**src/hw/rtl/iepr_pkg.sv**
```systemverilog
package iepr_pkg;

  localparam int NUM_VECTORS      = 96;
  localparam int PRIO_BASE_VECTOR = 26;
  localparam int PRIO_LEVELS      = 7;
  localparam int FIELD_BITS       = 4;

  localparam int CMD_W       = 3;
  localparam int VEC_W       = 8;
  localparam int PRIO_W      = 4;
  localparam int STATUS_W    = 2;
  localparam int VIDX_W      = $clog2(NUM_VECTORS);
  localparam int PRIO_FIELDS = NUM_VECTORS - PRIO_BASE_VECTOR;
  localparam int PIDX_W      = $clog2(PRIO_FIELDS);

  localparam int IN_DATA_W  = 16;
  localparam int OUT_DATA_W = 8;

  localparam logic [CMD_W-1:0] CMD_ENABLE    = 3'd0;
  localparam logic [CMD_W-1:0] CMD_DISABLE   = 3'd1;
  localparam logic [CMD_W-1:0] CMD_CLR_PEND  = 3'd2;
  localparam logic [CMD_W-1:0] CMD_SET_PRIO  = 3'd3;
  localparam logic [CMD_W-1:0] CMD_SW_TRIG   = 3'd4;
  localparam logic [CMD_W-1:0] CMD_HW_RAISE  = 3'd5;

  localparam logic [STATUS_W-1:0] ST_OK          = 2'd0;
  localparam logic [STATUS_W-1:0] ST_BAD_VECTOR  = 2'd1;
  localparam logic [STATUS_W-1:0] ST_BAD_PRIO    = 2'd2;
  localparam logic [STATUS_W-1:0] ST_UNSUPPORTED = 2'd3;

  typedef struct packed {
    logic                  en;
    logic [PIDX_W-1:0]     idx;
    logic [FIELD_BITS-1:0] data;
  } prio_wr_t;

endpackage

```
**src/hw/rtl/iepr_prio_store.sv**
```systemverilog
module iepr_prio_store (
  input  logic                           clk,
  input  logic                           rst_n,
  input  logic                           rd_en,
  input  logic [iepr_pkg::PIDX_W-1:0]    rd_idx,
  input  iepr_pkg::prio_wr_t             wr,
  output logic [iepr_pkg::FIELD_BITS-1:0] rd_data
);
  import iepr_pkg::*;

  logic [FIELD_BITS-1:0]  mem [PRIO_FIELDS];
  logic [PRIO_FIELDS-1:0] vld_r;
  logic [PRIO_FIELDS-1:0] vld_nxt;
  logic [FIELD_BITS-1:0]  rd_r;
  logic [FIELD_BITS-1:0]  fwd_r;
  logic                   hit_r;
  logic                   rdv_r;

  always_comb begin
    vld_nxt = vld_r;
    if (wr.en) begin
      vld_nxt[wr.idx] = 1'b1;
    end
  end

  always_ff @(posedge clk) begin
    if (!rst_n) begin
      vld_r <= '0;
    end else begin
      vld_r <= vld_nxt;
    end
  end

  always_ff @(posedge clk) begin
    if (wr.en) begin
      mem[wr.idx] <= wr.data;
    end
  end

  // a write landing on the same edge as the read is forwarded
  always_ff @(posedge clk) begin
    if (rd_en) begin
      rd_r  <= mem[rd_idx];
      rdv_r <= vld_r[rd_idx];
      hit_r <= wr.en && (wr.idx == rd_idx);
      fwd_r <= wr.data;
    end
  end

  always_comb begin
    if (hit_r) begin
      rd_data = fwd_r;
    end else if (rdv_r) begin
      rd_data = rd_r;
    end else begin
      rd_data = '0;
    end
  end

endmodule

```
**src/hw/rtl/irq_enable_priority_register_block.sv**
```systemverilog
// an accepted input transaction passes through the input register and then the output register
// before it is offered as an output transaction; out_tvalid rises once the output register is free
// throughput: one transaction per cycle; the input register and the output register
// both advance every cycle while out_tready is high
// synchronous active-low reset empties the pipeline, clears all enable and pending bits
// and marks every priority field as zero
module irq_enable_priority_register_block (
  input  logic                             clk,
  input  logic                             rst_n,
  input  logic                             in_tvalid,
  output logic                             in_tready,
  // [2:0] command, [10:3] vector, [14:11] priority_req, [15] zero
  input  logic [iepr_pkg::IN_DATA_W-1:0]   in_tdata,
  output logic                             out_tvalid,
  input  logic                             out_tready,
  // [1:0] status, [2] vector_enabled, [3] vector_pending, [7:4] hw_priority
  output logic [iepr_pkg::OUT_DATA_W-1:0]  out_tdata
);
  import iepr_pkg::*;

  logic                    in_accept;
  logic                    adv1;
  logic                    s1_v_r;
  logic                    s1_v_nxt;
  logic [CMD_W-1:0]        s1_cmd_r;
  logic [VEC_W-1:0]        s1_vec_r;
  logic [PRIO_W-1:0]       s1_prio_r;
  logic                    out_v_r;
  logic                    out_v_nxt;
  logic [OUT_DATA_W-1:0]   out_data_r;

  logic [CMD_W-1:0]        in_cmd;
  logic [VEC_W-1:0]        in_vec;
  logic                    in_has_prio;
  logic [PIDX_W-1:0]       rd_idx;

  logic [NUM_VECTORS-1:0]  en_r;
  logic [NUM_VECTORS-1:0]  en_nxt;
  logic [NUM_VECTORS-1:0]  pend_r;
  logic [NUM_VECTORS-1:0]  pend_nxt;

  logic                    vec_ok;
  logic                    vec_has_prio;
  logic                    prio_ok;
  logic [VIDX_W-1:0]       vidx;
  logic [STATUS_W-1:0]     status;
  logic                    do_en;
  logic                    do_dis;
  logic                    do_clr;
  logic                    do_raise;
  logic [FIELD_BITS-1:0]   rd_data;
  logic [FIELD_BITS-1:0]   hw_prio;
  logic [OUT_DATA_W-1:0]   result;
  prio_wr_t                wr;

  assign in_cmd    = in_tdata[2:0];
  assign in_vec    = in_tdata[10:3];
  assign adv1      = s1_v_r && (!out_v_r || out_tready);
  assign in_tready = !s1_v_r || adv1;
  assign in_accept = in_tvalid && in_tready;

  assign in_has_prio = (in_vec >= VEC_W'(PRIO_BASE_VECTOR)) &&
                       (in_vec < VEC_W'(NUM_VECTORS));
  assign rd_idx      = in_has_prio ? PIDX_W'(in_vec - VEC_W'(PRIO_BASE_VECTOR)) : '0;

  assign s1_v_nxt  = in_accept ? 1'b1 : (adv1 ? 1'b0 : s1_v_r);
  assign out_v_nxt = adv1 ? 1'b1 : (out_tready ? 1'b0 : out_v_r);

  always_ff @(posedge clk) begin
    if (!rst_n) begin
      s1_v_r  <= 1'b0;
      out_v_r <= 1'b0;
      en_r    <= '0;
      pend_r  <= '0;
    end else begin
      s1_v_r  <= s1_v_nxt;
      out_v_r <= out_v_nxt;
      en_r    <= en_nxt;
      pend_r  <= pend_nxt;
    end
  end

  always_ff @(posedge clk) begin
    if (in_accept) begin
      s1_cmd_r  <= in_cmd;
      s1_vec_r  <= in_vec;
      s1_prio_r <= in_tdata[14:11];
    end
    if (adv1) begin
      out_data_r <= result;
    end
  end

  // decode of the item held in the input register
  assign vec_ok       = s1_vec_r < VEC_W'(NUM_VECTORS);
  assign vec_has_prio = vec_ok && (s1_vec_r >= VEC_W'(PRIO_BASE_VECTOR));
  assign prio_ok      = s1_prio_r < PRIO_W'(PRIO_LEVELS);
  assign vidx         = vec_ok ? s1_vec_r[VIDX_W-1:0] : '0;

  always_comb begin
    if (s1_cmd_r == CMD_SW_TRIG || s1_cmd_r > CMD_HW_RAISE) begin
      status = ST_UNSUPPORTED;
    end else if (!vec_ok) begin
      status = ST_BAD_VECTOR;
    end else if (s1_cmd_r == CMD_SET_PRIO && !prio_ok) begin
      status = ST_BAD_PRIO;
    end else begin
      status = ST_OK;
    end
  end

  assign do_en    = (status == ST_OK) && (s1_cmd_r == CMD_ENABLE);
  assign do_dis   = (status == ST_OK) && (s1_cmd_r == CMD_DISABLE);
  assign do_clr   = (status == ST_OK) && (s1_cmd_r == CMD_CLR_PEND);
  assign do_raise = (status == ST_OK) && (s1_cmd_r == CMD_HW_RAISE);

  always_comb begin
    en_nxt   = en_r;
    pend_nxt = pend_r;
    if (adv1) begin
      if (do_en) begin
        en_nxt[vidx] = 1'b1;
      end
      if (do_dis) begin
        en_nxt[vidx] = 1'b0;
      end
      if (do_clr) begin
        pend_nxt[vidx] = 1'b0;
      end
      if (do_raise) begin
        pend_nxt[vidx] = 1'b1;
      end
    end
  end

  always_comb begin
    wr.en   = adv1 && (status == ST_OK) && (s1_cmd_r == CMD_SET_PRIO) && vec_has_prio;
    wr.idx  = vec_has_prio ? PIDX_W'(s1_vec_r - VEC_W'(PRIO_BASE_VECTOR)) : '0;
    wr.data = FIELD_BITS'(PRIO_W'(PRIO_LEVELS) - s1_prio_r);
  end

  iepr_prio_store u_prio (
    .clk     (clk),
    .rst_n   (rst_n),
    .rd_en   (in_accept),
    .rd_idx  (rd_idx),
    .wr      (wr),
    .rd_data (rd_data)
  );

  always_comb begin
    if (!vec_has_prio) begin
      hw_prio = '0;
    end else if (wr.en) begin
      hw_prio = wr.data;
    end else begin
      hw_prio = rd_data;
    end
  end

  // fields report the state after this transaction, zero for an invalid vector
  always_comb begin
    result      = '0;
    result[1:0] = status;
    if (vec_ok) begin
      result[2]   = en_nxt[vidx];
      result[3]   = pend_nxt[vidx];
      result[7:4] = hw_prio;
    end
  end

  assign out_tvalid = out_v_r;
  assign out_tdata  = out_data_r;

endmodule

```
**config.mk**
```make
export PLATFORM = sky130hd
export DESIGN_NAME = irq_enable_priority_register_block
export DESIGN_NICKNAME = d
export VERILOG_FILES = /design/src/hw/rtl/iepr_pkg.sv /design/src/hw/rtl/iepr_prio_store.sv /design/src/hw/rtl/irq_enable_priority_register_block.sv
export SDC_FILE = /design/constraint.sdc
export NUM_CORES = 1
export LEC_CHECK = 0
export BUFFER_PORTS_ARGS = -buffer_cell sky130_fd_sc_hd__buf_4
export CORE_ASPECT_RATIO = 0.9
export CORE_MARGIN = 3
export CORE_UTILIZATION = 25
export DETAILED_ROUTE_END_ITERATION = 16
export PLACE_DENSITY = 0.42
export SYNTH_ARGS = -nofsm -noshare
export SYNTH_HDL_FRONTEND = slang
export SYNTH_SLANG_ARGS = --single-unit
```
**constraint.sdc**
```tcl
create_clock -name clk -period 5.32 [get_ports clk]
set_input_delay 1.064 -clock clk [delete_from_list [all_inputs] [get_ports clk]]
set_output_delay 1.064 -clock clk [all_outputs]
set_load 0.01 [all_outputs]
```
==> results of run 1 <==
==> power breakdown <==
| part | internal [mW] | leakage [nW] | switching, mW |
|---|---|---|---|
| sequential | 4.72 | 4.96 | 0.0322 |
| combinational | 0.213 | 3.69 | 0.606 |
| clock | 2.79 | 1.12 | 1.91 |
==> state kept, by name, indices dropped and copies added (netlist names) <==
signal / count
u_prio.rd_r: 4
s1_prio_r: 4
out_tvalid: 1
en_r: 96
u_prio.rdv_r: 1
u_prio.fwd_r: 4
s1_cmd_r: 3
u_prio.hit_r: 1
pend_r: 96
s1_vec_r: 8
u_prio.mem: 280
u_prio.vld_r: 70
out_tdata: 8
s1_v_r: 1
==> area by class of cell <==
| cell class | instances | area (sq um) |
|---|---|---|
| Fill cell | 11060 | 75330 |
| Sequential cell | 577 | 14680 |
| Multi-Input combinational cell | 1886 | 11250 |
| Clock buffer | 93 | 1968 |
| Tap cell | 1437 | 1798 |
| Timing Repair Buffer | 134 | 1081 |
| Clock inverter | 28 | 286.5 |
| Inverter | 17 | 66.31 |
==> per-stage QoR <==
stage               area (sq um)  total power, mW  hold slack, ps
finish                     31130            10.28           457.0
global route               31130            10.61           477.8
CTS                        31130            10.38           456.0
detailed placement         28880            5.654           446.5
global placement           28880            5.653           440.0
floorplan                  27050            5.308           428.9
==> synth_stat cells (6+ instances only) <==
cell type	instances	area [sq um]
o221ai_1	29	254.0
nor4_4	6	127.6
a31oi_1	111	694.4
o2bb2ai_1	8	70.07
a21o_1	11	82.58
mux2i_1	78	780.8
a22oi_1	23	172.7
nand4_1	30	187.7
inv_1	16	60.06
o31ai_1	30	225.2
nand2b_1	12	75.07
nor4_1	20	125.1
dfxtp_1	264	5285
buf_1	28	105.1
o21ai_0	232	1161
nand3_1	134	670.6
a32oi_1	9	78.83
nor3_2	6	60.06
and2_1	35	219.0
buf_4	9	67.56
o22ai_1	36	225.2
buf_6	8	90.09
nand2_1	216	810.8
xnor2_1	9	78.83
buf_2	88	440.4
o32ai_1	6	52.55
a311oi_1	12	105.1
clkbuf_1	116	435.4
nor2_1	300	1126
o211ai_1	34	255.2
and3_1	8	50.05
o2111ai_1	13	113.9
o21a_1	40	300.3
a221oi_1	31	271.5
a211oi_1	19	142.6
nor2b_1	16	100.1
edfxtp_1	313	9399
a21oi_1	183	915.9
nor3_1	52	260.3
==> final timing paths <==
kind / start / to / depth (start not counted)
hold reg to reg: pend_r[57] / pend_r[57] / 2
hold / removal: pend_r[57] / pend_r[57] / 2
setup / recovery: s1_vec_r[1] / out_tdata[3] / 10
setup reg to reg: s1_vec_r[1] / out_tdata[3] / 10
==> routing by layer <==
layer | vias to the layer above | global-route usage
met3 | 156 | 0.02451
met2 | 995 | 0.2561
li1 | 10230 | -
met5 | - | 0
met1 | 11430 | 0.2619
met4 | 0 | 0.05079
==> cell families after synthesis <==
| kind of cell | after synthesis | share of synthesized area |
|---|---|---|
| xor gates and xnor gates | 12 | 0.003886 |
| AOI/OAI and AO/OA | 900 | 0.2165 |
| DFF | 577 | 0.5429 |
| adders and majority gates | 3 | 0.001388 |
| and+or+nand+nor | 887 | 0.1579 |
| muxes | 84 | 0.03303 |
| buffers and inverters | 266 | 0.04445 |
==> critical path: stages (launching register included) <==
cell,delay (ps)
edfxtp_1,850
buf_4,350
nor3b_4,500
nand2_1,570
o31ai_2,420
a21oi_1,110
nor4_1,500
nand3_1,140
a221oi_1,360
nor4_1,100
buf_4,200
==> impl_metrics.csv, run 1 <==
group,metric,value,unit
route,ant_nets,0,
floorplan,fp-row-count,113,
timing,fin_ws,936.0,ps
floorplan,dieArea,112200,sq um
layout,fin_nets,2706,
cts,clk_path_buf_depth,3,
worst_setup_path,cp.arrival,4740,ps
worst_setup_path,r2r_slack,940,ps
timing,tightest_slew,1330,ps
timing,clock_skew,19.82,ps
route,wl_met2,43.10,mm
layout,final_common_cell,"edfxtp_1",
run_status,outcome,"completed",
synth,postSynthAreaPerCell,9.912,sq um
layout,instances_no_fill,4172,
route,firstDrtPassIters,6,
synth,synth_cell_types,100,
grt,grt_start_max_net_pins,83,
timing,min_period,4384,ps
power_and_ir_drop,leakage,9.765,nW
cts,cts.sinks,577,
min_path,worstHoldPathType,"reg -> reg",
timing,rsz0062_at_grt,"no",
worst_setup_path,endpoint_kind,"register",
grt,grt_pass1_vias,21510,
route,wl_per_cell,24.35,um
place,io_buffer_count,28,
worst_setup_path,cp.required,5680,ps
layout,layout_common_cells,"edfxtp_1 (313), nor2_1 (299), dfxtp_1 (264)",
grt,grt_overflow,0,
timing,period_share,0.8241,
power_and_ir_drop,irDropWorstVdd,0.2125,mV
place,dp_slack,800.0,ps
timing,fmax,228.1,MHz
route,wl_met3,7.256,mm
layout,drive_above_1_share,0.1155,
job,max_cap_viol_count,0,
timing,maxSlewViolCount,0,
cts,htree_levels,3,
layout,syn_to_final_growth,15.09,%
grt,groute.usage.overall,0.1738,
worst_setup_path,worstSetupPathType,"reg -> reg",
floorplan,die_h,318.1,um
synth,ys_ff_latch,577,
synth,synth_area,27050,sq um
timing,fin_setup_tns,0,ps
synth,async_flop_share,0,
layout,final_util,0.2924,
layout,antenna_cells,0,
route,vias_per_cell,5.467,
grt,antenna_found_initial,0,
route,routed.top_layer,"met4",
cts,clkLatencyLatePin,610,ps
synth,synth_nets,2752,
grt,grt_pass1_wl,149.3,mm
route,route.detailed.drc,0,
timing,finalSetupViolCount,0,
worst_setup_path,startpoint_type,"register",
power_and_ir_drop,cellPowerDensity,330.1,nW/um^2
cts,numCtsBuffers,67,
cts,ctsHoldBuffers,0,
route,drt_iter0_markers,2498,
floorplan,core,106500,sq um
timing,slew_headroom,0.1082,
timing,final-hold-violation-count,0,
floorplan,ios,30,
route,wl_met1,48.55,mm
place,dp_hpwl,66.67,mm
cts,cts_tree,"yes",
floorplan,start_util,0.2541,
cts,cts_resized,0,
cts,clk_pin_slew_worst_paths,60,ps
floorplan,die_w,352.7,um
route,finalWirelength,101.6,mm
route,routed-via-count,22810,
cts,cts-root-buf,"clkbuf_16",
synth,syn_inst,2729,
worst_setup_path,path_max_fanout,20,
cts,cts_setup_buffers,0,
synth,synth_edf_count,313,
synth,ys_seq_area_frac,0.5429,
synth,ys.flop_type,"edfxtp_1",
place,routabilityCongestion,0.9116,
place,placed_cells_incl_taps,4051,
synth,yosysWarningCount,0,
Power figures use the tool's default switching activity.
==> inputs of run 2 (changes only) <==
--- a/config.mk
+++ b/config.mk
@@ -5,6 +5,7 @@
 export SDC_FILE = /design/constraint.sdc
 export NUM_CORES = 1
 export LEC_CHECK = 0
+export ABC_AREA = 1
 export BUFFER_PORTS_ARGS = -buffer_cell sky130_fd_sc_hd__buf_4
 export CORE_ASPECT_RATIO = 0.9
 export CORE_MARGIN = 3
==> constraint.sdc (replaced) <==
create_clock -name clk -period 4.11 [get_ports clk]
set_input_delay 0.822 -clock clk [delete_from_list [all_inputs] [get_ports clk]]
set_output_delay 0.822 -clock clk [all_outputs]
set_load 0.01 [all_outputs]
==> impl_metrics.csv, run 2 <==
group,metric,value,unit
synth,synth_cell_types,48,
floorplan,ios,30,
power_and_ir_drop,seqPwrFrac,0.458,
grt,grt_pass1_wl,137.6,mm
grt,grt_start_max_net_pins,115,
timing,fin_ws,392.1,ps
place,dp_hpwl,58.12,mm
power_and_ir_drop,intPower,10.04,mW
cts,cts-root-buf,"clkbuf_16",
grt,antenna_found_initial,6,
cts,cts_tree,"yes",
cts,cts.sinks,577,
grt,grt_pass1_vias,21260,
timing,fin_setup_tns,0,ps
worst_setup_path,reg2regPathDepth,11,
grt,groute.usage.overall,0.1592,
synth,yosysWarningCount,0,
grt,grt_overflow,0,
cts,cts_resized,0,
timing,period_share,0.9046,
floorplan,fp-row-count,114,
layout,fin_nets,3334,
synth,synth_top_area_cell,"edfxtp_1",
layout,multi_input_area,10670,sq um
synth,ys_seq_area_frac,0.5397,
synth,ys.flop_type,"edfxtp_1",
worst_setup_path,worstSetupPathType,"reg -> reg",
floorplan,die_w,353.7,um
synth,synth_nets,3326,
place,io_buffer_count,28,
layout,seqCellArea,14680,sq um
floorplan,die_h,319.0,um
floorplan,core,107700,sq um
synth,synth_area_leaders,"edfxtp_1 (35%), dfxtp_1 (19%), nand2_1 (10%)",
cts,clk_path_buf_depth,3,
route,vias_per_cell,4.608,
timing,slew_headroom,0.1700,
cts,htree_levels,3,
power_and_ir_drop,clockPowerShare,0.465,
min_path,worstHoldPathType,"in -> reg",
route,finalWirelength,91.49,mm
timing,min_period,3718,ps
worst_setup_path,r2r_slack,390,ps
power_and_ir_drop,sw_frac_of_total,0.2489,
cts,cts_setup_buffers,0,
synth,synthTopCellsByCount,"nand2_1 (733), nor2_1 (526), nand3_1 (380)",
layout,drive_above_1_share,0.1054,
power_and_ir_drop,leakage,11.49,nW
floorplan,start_util,0.2526,
synth,postSynthAreaPerCell,8.237,sq um
synth,synth_area,27210,sq um
timing,clock_skew,18.56,ps
layout,layout_common_cells,"nand2_1 (731), nor2_1 (524), nand3_1 (380)",
route,ant_nets,0,
layout,syn_to_final_growth,16.08,%
run_status,outcome,"completed",
place,dp_slack,362.0,ps
layout,top_register,"u_prio.mem",
timing,tightest_slew,1240,ps
worst_setup_path,startpoint_type,"register",
timing,maxSlewViolCount,0,
worst_setup_path,startpoint,"s1_vec_r[6]",
synth,synth_edf_count,313,
worst_setup_path,setup.worst_path.end,"out_tdata[3]",
worst_setup_path,path_max_fanout,18,
worst_setup_path,rr_endpoint,"out_tdata[3]",
route,drt_iter0_markers,1718,
synth,synth_top_area_share,0.3455,
power_and_ir_drop,irDropWorstVdd,0.2504,mV
layout,fill_cells,11530,
job,max_cap_viol_count,0,
route,route.detailed.drc,0,
route,firstDrtPassIters,6,
power_and_ir_drop,pwr-share-comb,0.077,
layout,largest_register_ffs,280,
power_and_ir_drop,p_sw,3.327,mW
worst_setup_path,cp.required,4550,ps
synth,async_flop_share,0,
route,wl_per_cell,18.98,um
worst_setup_path,cp.arrival,4160,ps
cts,numCtsBuffers,71,
cts,clk_pin_slew_worst_paths,60,ps
timing,fmax,269.0,MHz
cts,clkLatencyLatePin,610,ps
synth,synth_most_common_cell,"nand2_1",
timing,rsz0062_at_grt,"no",
power_and_ir_drop,cellPowerDensity,423.2,nW/um^2
layout,final_common_cell,"nand2_1",
synth,ys_ff_latch,577,
worst_setup_path,endpoint_kind,"register",
cts,ctsHoldBuffers,0,
place,routabilityCongestion,0.8274,
timing,final-hold-violation-count,0,
layout,top_regs,"u_prio.mem x280, en_r x96, pend_r x96",
route,routed-via-count,22210,
floorplan,dieArea,112800,sq um
synth,syn_inst,3303,
worst_setup_path,r2r-start,"s1_vec_r[6]",
timing,finalSetupViolCount,0,
## run 2: changes by cell type after synthesis, moves of 60 or more
cell      previous run  this run
a21oi_1            183       107
a31oi_1            111         3
inv_1               16       253
mux2i_1             78         0
nand2_1            216       733
nand3_1            134       380
nor2_1             300       526
o211ai_1            34       105
o21ai_0            232       172
## run 2: cell families after synthesis
| group | Yosys count | synth area share |
|---|---|---|
| buffers and inverters | 469 | 0.06940 |
| and+or+nand+nor | 1759 | 0.2797 |
| DFF | 577 | 0.5397 |
| adders and majority gates | 3 | 0.001380 |
| AOI/OAI and AO/OA | 487 | 0.1072 |
| xor gates and xnor gates | 8 | 0.002575 |
## run 2: worst min path at each step
stage,startpoint,cells past startpoint,end
floorplan,u_prio.vld_r[68],2,u_prio.vld_r[68]
global placement,u_prio.vld_r[44],1,u_prio.vld_r[44]
detailed placement,u_prio.vld_r[15],2,u_prio.vld_r[15]
CTS,in_tdata[14],1,s1_prio_r[3]
global route,in_tdata[14],1,s1_prio_r[3]
finish,in_tdata[11],1,s1_prio_r[0]
## run 2: final cells by class
type | count | share of cell area
Sequential cell | 577 | 0.4649
Antenna cell | 2 | 0.0001585
Clock inverter | 26 | 0.008280
Tap cell | 1450 | 0.05744
Clock buffer | 103 | 0.06390
Timing Repair Buffer | 114 | 0.03264
Inverter | 290 | 0.03494
Multi-Input combinational cell | 2257 | 0.3377
## run 2: power groups by stage
stage	Combinational, mW	Sequential, mW	Clock [mW]
2_1_floorplan	0.593	6.25	0
3_3_place_gp	1.04	6.25	0
3_5_place_dp	1.04	6.24	0
4_1_cts	1.04	6.12	6.40
5_1_grt	1.13	6.12	6.61
6_report	1.03	6.12	6.21
## run 2: metrics by stage
stage | std cells | hold WS [ps] | total power, mW | util | cell area, sq um
after floorplan | 3303 | 432.5 | 6.840 | - | 27210
after global placement | 4688 | 442.1 | 7.287 | 0.2721 | 29300
after detailed placement | 4688 | 448.6 | 7.283 | 0.2721 | 29300
after CTS | 4817 | 349.0 | 13.56 | 0.2932 | 31580
after global routing | 4817 | 363.8 | 13.85 | 0.2932 | 31580
final | 4819 | 389.6 | 13.36 | 0.2933 | 31580
## run 2: routing by layer
metal  track usage  routed length (um)  up-vias
met5             0                  17        -
met4       0.04408                1776        2
met3       0.02350                4619      109
met2        0.2343               38480      504
met1        0.2404               46590    10600
li1              -                   -    10990
## run 2: critical path, stage by stage (launching register included)
cell	delay, ps
edfxtp_1	500
a21oi_4	400
nand4_1	280
nor2_2	900
inv_1	390
o21ai_0	340
a21oi_1	120
o21ai_0	120
nand4_1	140
nand3_1	90
nand3_1	70
a21oi_1	170
